## src/sv/srq_pkg.sv

```systemverilog
// srq_pkg: shared types and codes for the sorted request queue
// holds the command and status codes, the entry type and the cell control struct
// no dependencies
package srq_pkg;

  localparam int unsigned StampW = 32;
  localparam int unsigned IdW    = 16;
  localparam int unsigned PosW   = 5;

  typedef enum logic [1:0] {
    MODE_INSERT = 2'd0,
    MODE_REMOVE = 2'd1,
    MODE_POP    = 2'd2,
    MODE_CLEAR  = 2'd3
  } mode_e;

  typedef enum logic [1:0] {
    STAT_OK   = 2'd0,
    STAT_MISS = 2'd1,
    STAT_FULL = 2'd2
  } status_e;

  typedef struct packed {
    logic [StampW-1:0] stamp;
    logic [IdW-1:0]    id;
  } entry_t;

  // broadcast to every cell in the row
  typedef struct packed {
    logic   ins;   // insert takes effect this cycle
    logic   del;   // remove or pop takes effect this cycle
    entry_t key;   // new entry for insert, id is the match key for remove
  } cell_ctrl_t;

endpackage

```

## src/sv/srq_if.sv

```systemverilog
// srq_req_if and srq_rsp_if: valid/ready channels of the sorted request queue
// depends on srq_pkg for field widths
interface srq_req_if;
  logic                        valid;
  logic                        ready;
  logic [1:0]                  mode;
  logic [srq_pkg::StampW-1:0]  stamp;
  logic [srq_pkg::IdW-1:0]     requester;

  modport source (output valid, mode, stamp, requester, input ready);
  modport sink   (input valid, mode, stamp, requester, output ready);
endinterface

interface srq_rsp_if;
  logic                       valid;
  logic                       ready;
  logic [1:0]                 status;
  logic [srq_pkg::PosW-1:0]   position;
  logic [srq_pkg::IdW-1:0]    head_id;

  modport source (output valid, status, position, head_id, input ready);
  modport sink   (input valid, status, position, head_id, output ready);
endinterface

```

## src/sv/srq_cell.sv

```systemverilog
// srq_cell: one slot of the sorted row, holds one entry
// compares against the new request, takes new, left or right data on a shift
// depends on srq_pkg
module srq_cell (
  input  logic                clk_i,
  input  logic                rst_ni,
  input  logic                en_i,
  input  srq_pkg::cell_ctrl_t ctrl_i,
  input  logic                valid_i,
  input  logic                left_gt_i,
  input  srq_pkg::entry_t     left_i,
  input  srq_pkg::entry_t     right_i,
  input  logic                seen_i,
  output logic                gt_o,
  output logic                ins_here_o,
  output logic                first_o,
  output logic                seen_o,
  output srq_pkg::entry_t     entry_o
);

  srq_pkg::entry_t entry_q, entry_d;
  logic            match;

  // ordering is stamp first, then id: one compare on the packed pair
  assign gt_o       = valid_i && (ctrl_i.key > entry_q);
  assign ins_here_o = left_gt_i && !gt_o;
  assign match      = valid_i && (entry_q.id == ctrl_i.key.id);
  assign first_o    = match && !seen_i;
  assign seen_o     = seen_i || match;
  assign entry_o    = entry_q;

  always_comb begin
    entry_d = entry_q;
    if (ctrl_i.ins) begin
      if (gt_o) begin
        entry_d = entry_q;
      end else if (left_gt_i) begin
        entry_d = ctrl_i.key;
      end else begin
        entry_d = left_i;
      end
    end else if (ctrl_i.del && seen_o) begin
      entry_d = right_i;
    end
  end

  always_ff @(posedge clk_i or negedge rst_ni) begin
    if (!rst_ni) begin
      entry_q <= '0;
    end else if (en_i) begin
      entry_q <= entry_d;
    end
  end

endmodule

```

## src/sv/srq_enc.sv

```systemverilog
// srq_enc: one-hot to binary index encoder for the cell row
// no dependencies
module srq_enc #(
  parameter int unsigned N = 16,
  parameter int unsigned W = 4
) (
  input  logic [N-1:0] oh_i,
  output logic [W-1:0] idx_o
);

  always_comb begin
    idx_o = '0;
    for (int unsigned k = 0; k < N; k++) begin
      if (oh_i[k]) begin
        idx_o = idx_o | W'(k);
      end
    end
  end

endmodule

```

## src/sv/sorted_request_queue.sv

```systemverilog
// sorted_request_queue: up to DEPTH (stamp, id) entries kept in ascending order
// Usage:
//   req_i carries mode (insert, remove by id, pop head, clear), stamp and
//   requester; rsp_o returns status, position and head_id, one response
//   per request, in request order.
//   Every command is decided and applied in the cycle it is accepted: each
//   cell of the row compares itself against the request and takes its own,
//   the new, the left or the right entry. The response is held in an output
//   register and appears in the cycle after acceptance.
//   Throughput is one request per cycle while rsp_o is not stalled; the
//   single compare-and-shift pass across the cell row sets that figure.
//   When rsp_o is stalled, the held response stays and req_i.ready drops
//   until it is taken; a request is accepted in the same cycle the held
//   response leaves.
//   Reset empties the queue (occupancy zero) and drops any held response;
//   no clearing pass is needed, since slots at or above the occupancy are
//   never read.
// depends on srq_pkg, srq_if, srq_cell, srq_enc
module sorted_request_queue #(
  parameter int unsigned DEPTH = 16
) (
  input  logic          clk_i,
  input  logic          rst_ni,
  srq_req_if.sink       req_i,
  srq_rsp_if.source     rsp_o
);

  localparam int unsigned IW = (DEPTH > 1) ? $clog2(DEPTH) : 1;
  localparam int unsigned CW = $clog2(DEPTH + 1);
  localparam int unsigned PW = srq_pkg::PosW;

  logic [CW-1:0]            occ_q, occ_d;
  logic                     rsp_valid_q;
  logic [1:0]               status_q, status_d;
  logic [PW-1:0]            pos_q, pos_d;
  logic [srq_pkg::IdW-1:0]  head_q, head_d;

  logic                     accept;
  logic                     full, empty;
  srq_pkg::mode_e           mode;
  srq_pkg::cell_ctrl_t      ctrl;

  logic [DEPTH-1:0]         gt, ins_here, first;
  logic [DEPTH:0]           seen;
  srq_pkg::entry_t          ent [DEPTH];
  logic [IW-1:0]            ins_idx, rem_idx;
  logic [IW+PW-1:0]         ins_ext, rem_ext;
  logic [CW+PW-1:0]         occ_ext;

  assign req_i.ready = !rsp_valid_q || rsp_o.ready;
  assign accept      = req_i.valid && req_i.ready;
  assign mode        = srq_pkg::mode_e'(req_i.mode);
  assign full        = (occ_q == CW'(DEPTH));
  assign empty       = (occ_q == '0);

  always_comb begin
    ctrl.key.stamp = req_i.stamp;
    ctrl.key.id    = req_i.requester;
    ctrl.ins       = (mode == srq_pkg::MODE_INSERT) && !full;
    ctrl.del       = (mode == srq_pkg::MODE_REMOVE) || (mode == srq_pkg::MODE_POP);
  end

  // pop starts the shift at the head, remove starts it at the first match
  assign seen[0] = (mode == srq_pkg::MODE_POP);

  for (genvar k = 0; k < DEPTH; k++) begin : g_cell
    srq_cell u_cell (
      .clk_i      (clk_i),
      .rst_ni     (rst_ni),
      .en_i       (accept),
      .ctrl_i     (ctrl),
      .valid_i    (occ_q > CW'(k)),
      .left_gt_i  ((k == 0) ? 1'b1 : gt[(k == 0) ? 0 : k-1]),
      .left_i     (ent[(k == 0) ? 0 : k-1]),
      .right_i    (ent[(k == DEPTH-1) ? k : k+1]),
      .seen_i     (seen[k]),
      .gt_o       (gt[k]),
      .ins_here_o (ins_here[k]),
      .first_o    (first[k]),
      .seen_o     (seen[k+1]),
      .entry_o    (ent[k])
    );
  end

  srq_enc #(.N(DEPTH), .W(IW)) u_ins_enc (.oh_i(ins_here), .idx_o(ins_idx));
  srq_enc #(.N(DEPTH), .W(IW)) u_rem_enc (.oh_i(first),    .idx_o(rem_idx));

  assign ins_ext = (IW+PW)'(ins_idx);
  assign rem_ext = (IW+PW)'(rem_idx);
  assign occ_ext = (CW+PW)'(occ_q);

  always_comb begin
    occ_d    = occ_q;
    status_d = srq_pkg::STAT_OK;
    pos_d    = '0;
    head_d   = '0;
    case (mode)
      srq_pkg::MODE_INSERT: begin
        if (full) begin
          status_d = srq_pkg::STAT_FULL;
        end else begin
          pos_d = ins_ext[PW-1:0];
          occ_d = occ_q + CW'(1);
        end
      end
      srq_pkg::MODE_REMOVE: begin
        if (seen[DEPTH]) begin
          pos_d = rem_ext[PW-1:0];
          occ_d = occ_q - CW'(1);
        end else begin
          status_d = srq_pkg::STAT_MISS;
        end
      end
      srq_pkg::MODE_POP: begin
        if (empty) begin
          status_d = srq_pkg::STAT_MISS;
        end else begin
          head_d = ent[0].id;
          occ_d  = occ_q - CW'(1);
        end
      end
      srq_pkg::MODE_CLEAR: begin
        pos_d = occ_ext[PW-1:0];
        occ_d = '0;
      end
      default: begin
        occ_d = occ_q;
      end
    endcase
  end

  always_ff @(posedge clk_i or negedge rst_ni) begin
    if (!rst_ni) begin
      occ_q       <= '0;
      rsp_valid_q <= 1'b0;
    end else begin
      if (accept) begin
        occ_q       <= occ_d;
        rsp_valid_q <= 1'b1;
      end else if (rsp_o.ready) begin
        rsp_valid_q <= 1'b0;
      end
    end
  end

  always_ff @(posedge clk_i) begin
    if (accept) begin
      status_q <= status_d;
      pos_q    <= pos_d;
      head_q   <= head_d;
    end
  end

  assign rsp_o.valid    = rsp_valid_q;
  assign rsp_o.status   = status_q;
  assign rsp_o.position = pos_q;
  assign rsp_o.head_id  = head_q;

endmodule
```

## src/flat_wrapper.sv

```systemverilog
// flat-port wrapper written by rule: the top's interface ports become plain ports
module sorted_request_queue_flat 
#(
  parameter int unsigned DEPTH = 16
)
  (clk_i, rst_ni, req_i_valid, req_i_mode, req_i_stamp, req_i_requester, req_i_ready, rsp_o_valid, rsp_o_status, rsp_o_position, rsp_o_head_id, rsp_o_ready);
  srq_req_if req_i_i ();
  srq_rsp_if rsp_o_i ();
  input  logic clk_i;
  input  logic rst_ni;
  input wire logic [$bits(req_i_i.valid)-1:0] req_i_valid;
  input wire logic [$bits(req_i_i.mode)-1:0] req_i_mode;
  input wire logic [$bits(req_i_i.stamp)-1:0] req_i_stamp;
  input wire logic [$bits(req_i_i.requester)-1:0] req_i_requester;
  output wire logic [$bits(req_i_i.ready)-1:0] req_i_ready;
  output wire logic [$bits(rsp_o_i.valid)-1:0] rsp_o_valid;
  output wire logic [$bits(rsp_o_i.status)-1:0] rsp_o_status;
  output wire logic [$bits(rsp_o_i.position)-1:0] rsp_o_position;
  output wire logic [$bits(rsp_o_i.head_id)-1:0] rsp_o_head_id;
  input wire logic [$bits(rsp_o_i.ready)-1:0] rsp_o_ready;
  assign req_i_i.valid = req_i_valid;
  assign req_i_i.mode = req_i_mode;
  assign req_i_i.stamp = req_i_stamp;
  assign req_i_i.requester = req_i_requester;
  assign req_i_ready = req_i_i.ready;
  assign rsp_o_valid = rsp_o_i.valid;
  assign rsp_o_status = rsp_o_i.status;
  assign rsp_o_position = rsp_o_i.position;
  assign rsp_o_head_id = rsp_o_i.head_id;
  assign rsp_o_i.ready = rsp_o_ready;
  sorted_request_queue #(.DEPTH(DEPTH)) u_core (.clk_i(clk_i), .rst_ni(rst_ni), .req_i(req_i_i), .rsp_o(rsp_o_i));
endmodule
```

## config.mk

```make
export PLATFORM = sky130hd
export DESIGN_NAME = sorted_request_queue_flat
export DESIGN_NICKNAME = d
export VERILOG_FILES = /design/src/sv/srq_pkg.sv /design/src/sv/srq_if.sv /design/src/sv/srq_cell.sv /design/src/sv/srq_enc.sv /design/src/sv/sorted_request_queue.sv /design/src/flat_wrapper.sv
export SDC_FILE = /design/constraint.sdc
export NUM_CORES = 2
export LEC_CHECK = 0
export BUFFER_PORTS_ARGS = -buffer_cell sky130_fd_sc_hd__buf_4
export CORE_MARGIN = 4
export CORE_UTILIZATION = 45
export CTS_BUF_LIST = sky130_fd_sc_hd__clkbuf_8
export DETAILED_ROUTE_END_ITERATION = 8
export SLEW_MARGIN = 20
export SYNTH_ARGS = -nofsm -noshare
export SYNTH_HDL_FRONTEND = slang
export SYNTH_HIERARCHICAL = 1
export SYNTH_SLANG_ARGS = --single-unit
```

## constraint.sdc

```tcl
create_clock -name clk_i -period 13 [get_ports clk_i]
set_input_delay 0.65 -clock clk_i [delete_from_list [all_inputs] [get_ports clk_i]]
set_output_delay 0.65 -clock clk_i [all_outputs]
set_load 0.1 [all_outputs]
```

# [Word level (Yosys, flattened, before mapping)]
# Index checks and enable logic that the tools add are counted.
# Widths: inputs -> output; s select.
[totals] ff_bits=797 in_bits=54 word_cells=379 output_inout_bits=25
[classes] reduce_logical=165 bitwise=2 mux=103 eq_ne=38 addsub=2 order_cmp=32
[ops] operator="$mux 48" count=60
[ops] operator="$gt 48x48->1" count=16
[ops] operator="$eq 16x16->1" count=16
[ops] operator="$logic_and 1x1->1" count=79
[ops] operator="$mux 4" count=18
[ops] operator="$reduce_and 3->1" count=16
[ops] operator="$gt 5x4->1 const B" count=8
[ops] operator="$ne 2x2->1 const B" count=18
[ops] operator="$logic_not 1->1" count=32
[ops] operator="$reduce_bool 2->1" count=16
[ops] operator="$mux 3" count=8
[ops] operator="$gt 5x3->1 const B" count=4
[ops] operator="$pmux 5 s4" count=1
[ops] operator="$logic_or 1x1->1" count=18
[ops] operator="$mux 5" count=3
[ops] operator="$pmux 5 s3" count=1
[ops] operator="$gt 5x1->1 const B" count=2
[ops] operator="$gt 5x2->1 const B" count=2
[ops] operator="$mux 2" count=5
[ops] operator="$mux 1" count=6
[ops] operator="$pmux 2 s3" count=1
[ops] operator="$add 5x1->5 const B" count=1
[ops] operator="$eq 5x5->1 const B" count=1
[ops] operator="$logic_not 5->1" count=1
[ops] operator="other kinds (7)" count=9

# [Logic depth before layout (Yosys ltp)]
[depth] word_depth=22 ltp_mapped=27

# [Modules after synthesis]
# Netlist, hierarchy kept.
[modules_own_cells] mod="srq_cell" seq_area_each_um2=1201.2 cells_per_inst=441 n_inst=16 area_each_um2=3988.8
[modules_own_cells] mod="sorted_request_queue" seq_area_each_um2=840.8 cells_per_inst=154 n_inst=1 area_each_um2=1619.1
[modules_own_cells] mod="srq_enc" seq_area_each_um2=0.0 cells_per_inst=11 n_inst=2 area_each_um2=65.1

# [Worst setup path after synthesis]
# OpenSTA, ideal clock, no wires.
[synth_path] kind="register to register" start="reg u_core.occ_q[0]" end="reg u_core.g_cell[15].u_cell.entry_q (netlist bit u_core/g_cell[15].u_cell/entry_o[0])" path_slack_ns=7.807 period_less_slack_ns=5.193 arrival_time_ns=5.066 t_required_ns=12.872 n_path_buf=2 setup_time_ns=0.128 stages_incl_launch_ff=27 path_cell_list="dfrtp_1 -> clkbuf_1 -> inv_1 -> ha_1 -> nor4b_4 -> inv_1 -> a21o_1 -> a21o_1 -> a21o_1 -> a21o_1 -> a21o_1 -> a21o_1 -> a21o_1 -> a21o_1 -> a21o_1 -> a21o_1 -> a21o_1 -> a21o_1 -> a21o_1 -> a21o_1 -> a21o_1 -> a21o_1 -> and4b_1 -> a31o_2 -> a41oi_2 -> buf_6 -> mux2_1"
[synth_between] elab_chain_cells=4
[synth_rtl] element="from (decl)" line="sorted_request_queue.sv:32" text="logic [CW-1:0] occ_q, occ_d;"
[synth_rtl] element="from (signal assigned)" line="sorted_request_queue.sv:134" text="occ_q <= '0;"
[synth_rtl] element="from (signal assigned)" line="sorted_request_queue.sv:138" text="occ_q <= occ_d;"
[synth_rtl] element="$gt 5x4->1 / $eq 5x5->1 (equally long branches)" line="sorted_request_queue.sv:72, sorted_request_queue.sv:53"
[synth_rtl] element="$logic_and 1x1->1 / $logic_not 1->1 (equally long branches)" line="srq_cell.sv:25, sorted_request_queue.sv:59"
[synth_rtl] element="$not 1->1 (no line) / $logic_and 1x1->1 (equally long branches)"
[synth_rtl] element="$reduce_and 3->1 (no line)"
[synth_rtl] element="to (signal assigned)" line="srq_cell.sv:51" text="entry_q <= entry_d;"
[synth_rtl] element="to (decl)" line="srq_cell.sv:21" text="srq_pkg::entry_t entry_q, entry_d;"
# Parallel ways exist; a longest one is shown, timed or not.
# A chain may end at the register's enable or synchronous reset.

# [Worst setup path in the final report]
[layout_path] start="reg u_core.occ_q[1]" end="reg u_core.g_cell[15].u_cell.entry_q (netlist bit u_core/g_cell[15].u_cell/entry_o[0])"
# The elaborated chain is that of the path after synthesis.

==> impl_metrics.toml <==
[worst_hold_path]
hold_class = "in -> reg"

[sta]
setup_tns_ps = 0
fin_crit_ps = 6670
max_slew_margin_pct = 27.1
worst_pin_slew_ps = 1090
fmax_mhz = 150
fin_skew_ps = 48.5
fin_crit_sh_pct = 51.3
rsz0062_at_grt = "no"
drv_slew = 0
hold_violations = 0
finalSetupViolCount = 0

[finish]
final_common_cell = "mux2i_1"
fin_nets = 7998
ff_latch_area_mm2 = 0.0201
syn2layout_area_growth_pct = 7.67
layout_common_cells = "mux2i_1 (1522), nand2_1 (931), o21ai_0 (847)"
drive_gt1_share_pct = 6.32
n_fill_cell = 13500
multi_input_area_mm2 = 0.0410
final_cells = 9188

[placement]
place_inst = 8909
gp_congestion = 0.941
dp_hpwl_um = 131000
portBuffers = 78

[floorplanning]
core-area_mm2 = 0.144
dieWidth_um = 390
num_io_pins = 79
dieHeight_um = 390
start_util_pct = 45.5
fp-row-count = 139
dieArea_mm2 = 0.152

[global_routing]
grt_pass1_vias = 51900
track_usage_pct = 23.2
antenna_found_initial = 2
grt_pass1_wl_um = 290000
grt_overflow = 0
grt_max_degree = 251

[synthesis]
synthCells = 7229
synth_warnings = 6
syn_nets = 8061
syn_area_mm2 = 0.0656
synth.avg_cell_area_um2 = 9.07

[cts]
post_cts_buffers = 0
hold_buffers = 2
cts_tree = "built"
numClockSinks = 797
cts_buffer_depth = 3
h-tree-depth = 4
cts.repair.resized = 0
cts_made_buffers = 156
clk-insertion-delay-late_ps = 900
clkSlewWorstSetupHoldPaths_ps = 60
ctsRootBufferMaster = "clkbuf_8"

[worst_setup_path]
cp-start-kind = "flip-flop"
critPathRequiredTime_ps = 13740
cp_data_arrival_time_ps = 7410
critPathKind = "reg -> reg"
end_kind = "flip-flop"
crit_fanout = 48

[drt]
vias = 51900
wl_um = 180000
drt_iter0_markers = 4610
route.detailed.drc = 0
via_per_inst = 5.65
dr.pass1.iters = 6
ant_nets = 0
wl_per_cell_um = 19.6

[power_and_ir_drop]
ir_drop_v = 0.0000954
p_leak_nw = 36.5
power_density_mw_per_mm2 = 183

[job]
cap_violations = 0

[run_status]
status = "completed"
==> state kept, by name (all words and copies together) (netlist names) <==
| register | cells |
|---|---|
| u_core/g_cell.u_cell/entry_o | 768 |
| u_core/occ_q | 5 |
| u_core/rsp_o.head_id | 16 |
| u_core/rsp_o.position | 5 |
| u_core/rsp_o.status | 2 |
| u_core/rsp_o.valid | 1 |
==> metal layers <==
metal / vias up / GRT usage [%] / part of all wire (%)
li1: 25500 / - / -
met1: 25000 / 33.6 / 49
met2: 1167 / 35.3 / 43
met3: 230 / 3.60 / 4.6
met4: 0 / 7.60 / 2.9
met5: - / 0 / 0
==> path summary, 6_finish.rpt <==
path,from,to,slack (ps),depth (start not counted)
setup / recovery,u_core/occ_q[1]$_DFFE_PN0P_,u_core/g_cell[15].u_cell/entry_o[0]$_DFFE_PN0P_,6330,25
hold / removal,rsp_o_ready,u_core/rsp_o.valid$_DFFE_PN0P_,190,4
setup reg to reg,u_core/occ_q[1]$_DFFE_PN0P_,u_core/g_cell[15].u_cell/entry_o[0]$_DFFE_PN0P_,6330,25
hold reg to reg,u_core/g_cell[11].u_cell/entry_o[0]$_DFFE_PN0P_,u_core/g_cell[11].u_cell/entry_o[0]$_DFFE_PN0P_,560,1
max in group asynchronous,rst_ni,u_core/g_cell[13].u_cell/entry_o[42]$_DFFE_PN0P_,9560,5
min in group asynchronous,rst_ni,u_core/g_cell[1].u_cell/entry_o[11]$_DFFE_PN0P_,390,2
==> critical path, cell delays in order, from the launching register on <==
cell and delay, ps:
dfrtp_1 500, inv_1 200, ha_1 240, nor4b_4 400, inv_1 170, a21o_1 220
a21o_1 200, a21o_1 190, a21o_1 190, a21o_1 190, a21o_1 190, a21o_1 190
a21o_1 200, a21o_1 190, a21o_1 190, a21o_1 190, a21o_1 190, a21o_1 190
a21o_1 180, a21o_1 180, a21o_1 320, and4b_1 280, a31o_2 230, a41oi_4 160
buf_4 720, mux2_1 380
==> report_power, final <==
part | internal [mW] | total [mW] | switching, mW
sequential | 3.48 | 4.44 | 0.965
clock | 1.39 | 2.58 | 1.19
combinational | 2.45 | 5.86 | 3.41
total | 7.32 | 12.9 | 5.56
==> final cells by class <==
class / instances / area share [%]
multi-input combinational: 5295 / 58.1
antenna: 1 / 0.00355
timing repair buffer: 137 / 1.58
inverter: 779 / 4.14
tap: 1903 / 3.37
clock inverter: 80 / 0.608
clock buffer: 196 / 3.82
sequential: 797 / 28.4
==> metrics by stage <==
stage	hold WS (ps)	power, mW	instance area (µm²)	utilization, %	setup slack [ps]
2_1_floorplan	354	8.62	65600	-	7830
3_3_place_gp	544	10.0	67400	46.8	6380
3_5_place_dp	552	10.3	67400	46.8	6300
4_1_cts	72.3	12.9	70600	49.0	6520
5_1_grt	172	14.1	70600	49.0	6040
6_report	195	12.9	70600	49.0	6330
Power figures use the tool's default switching activity.
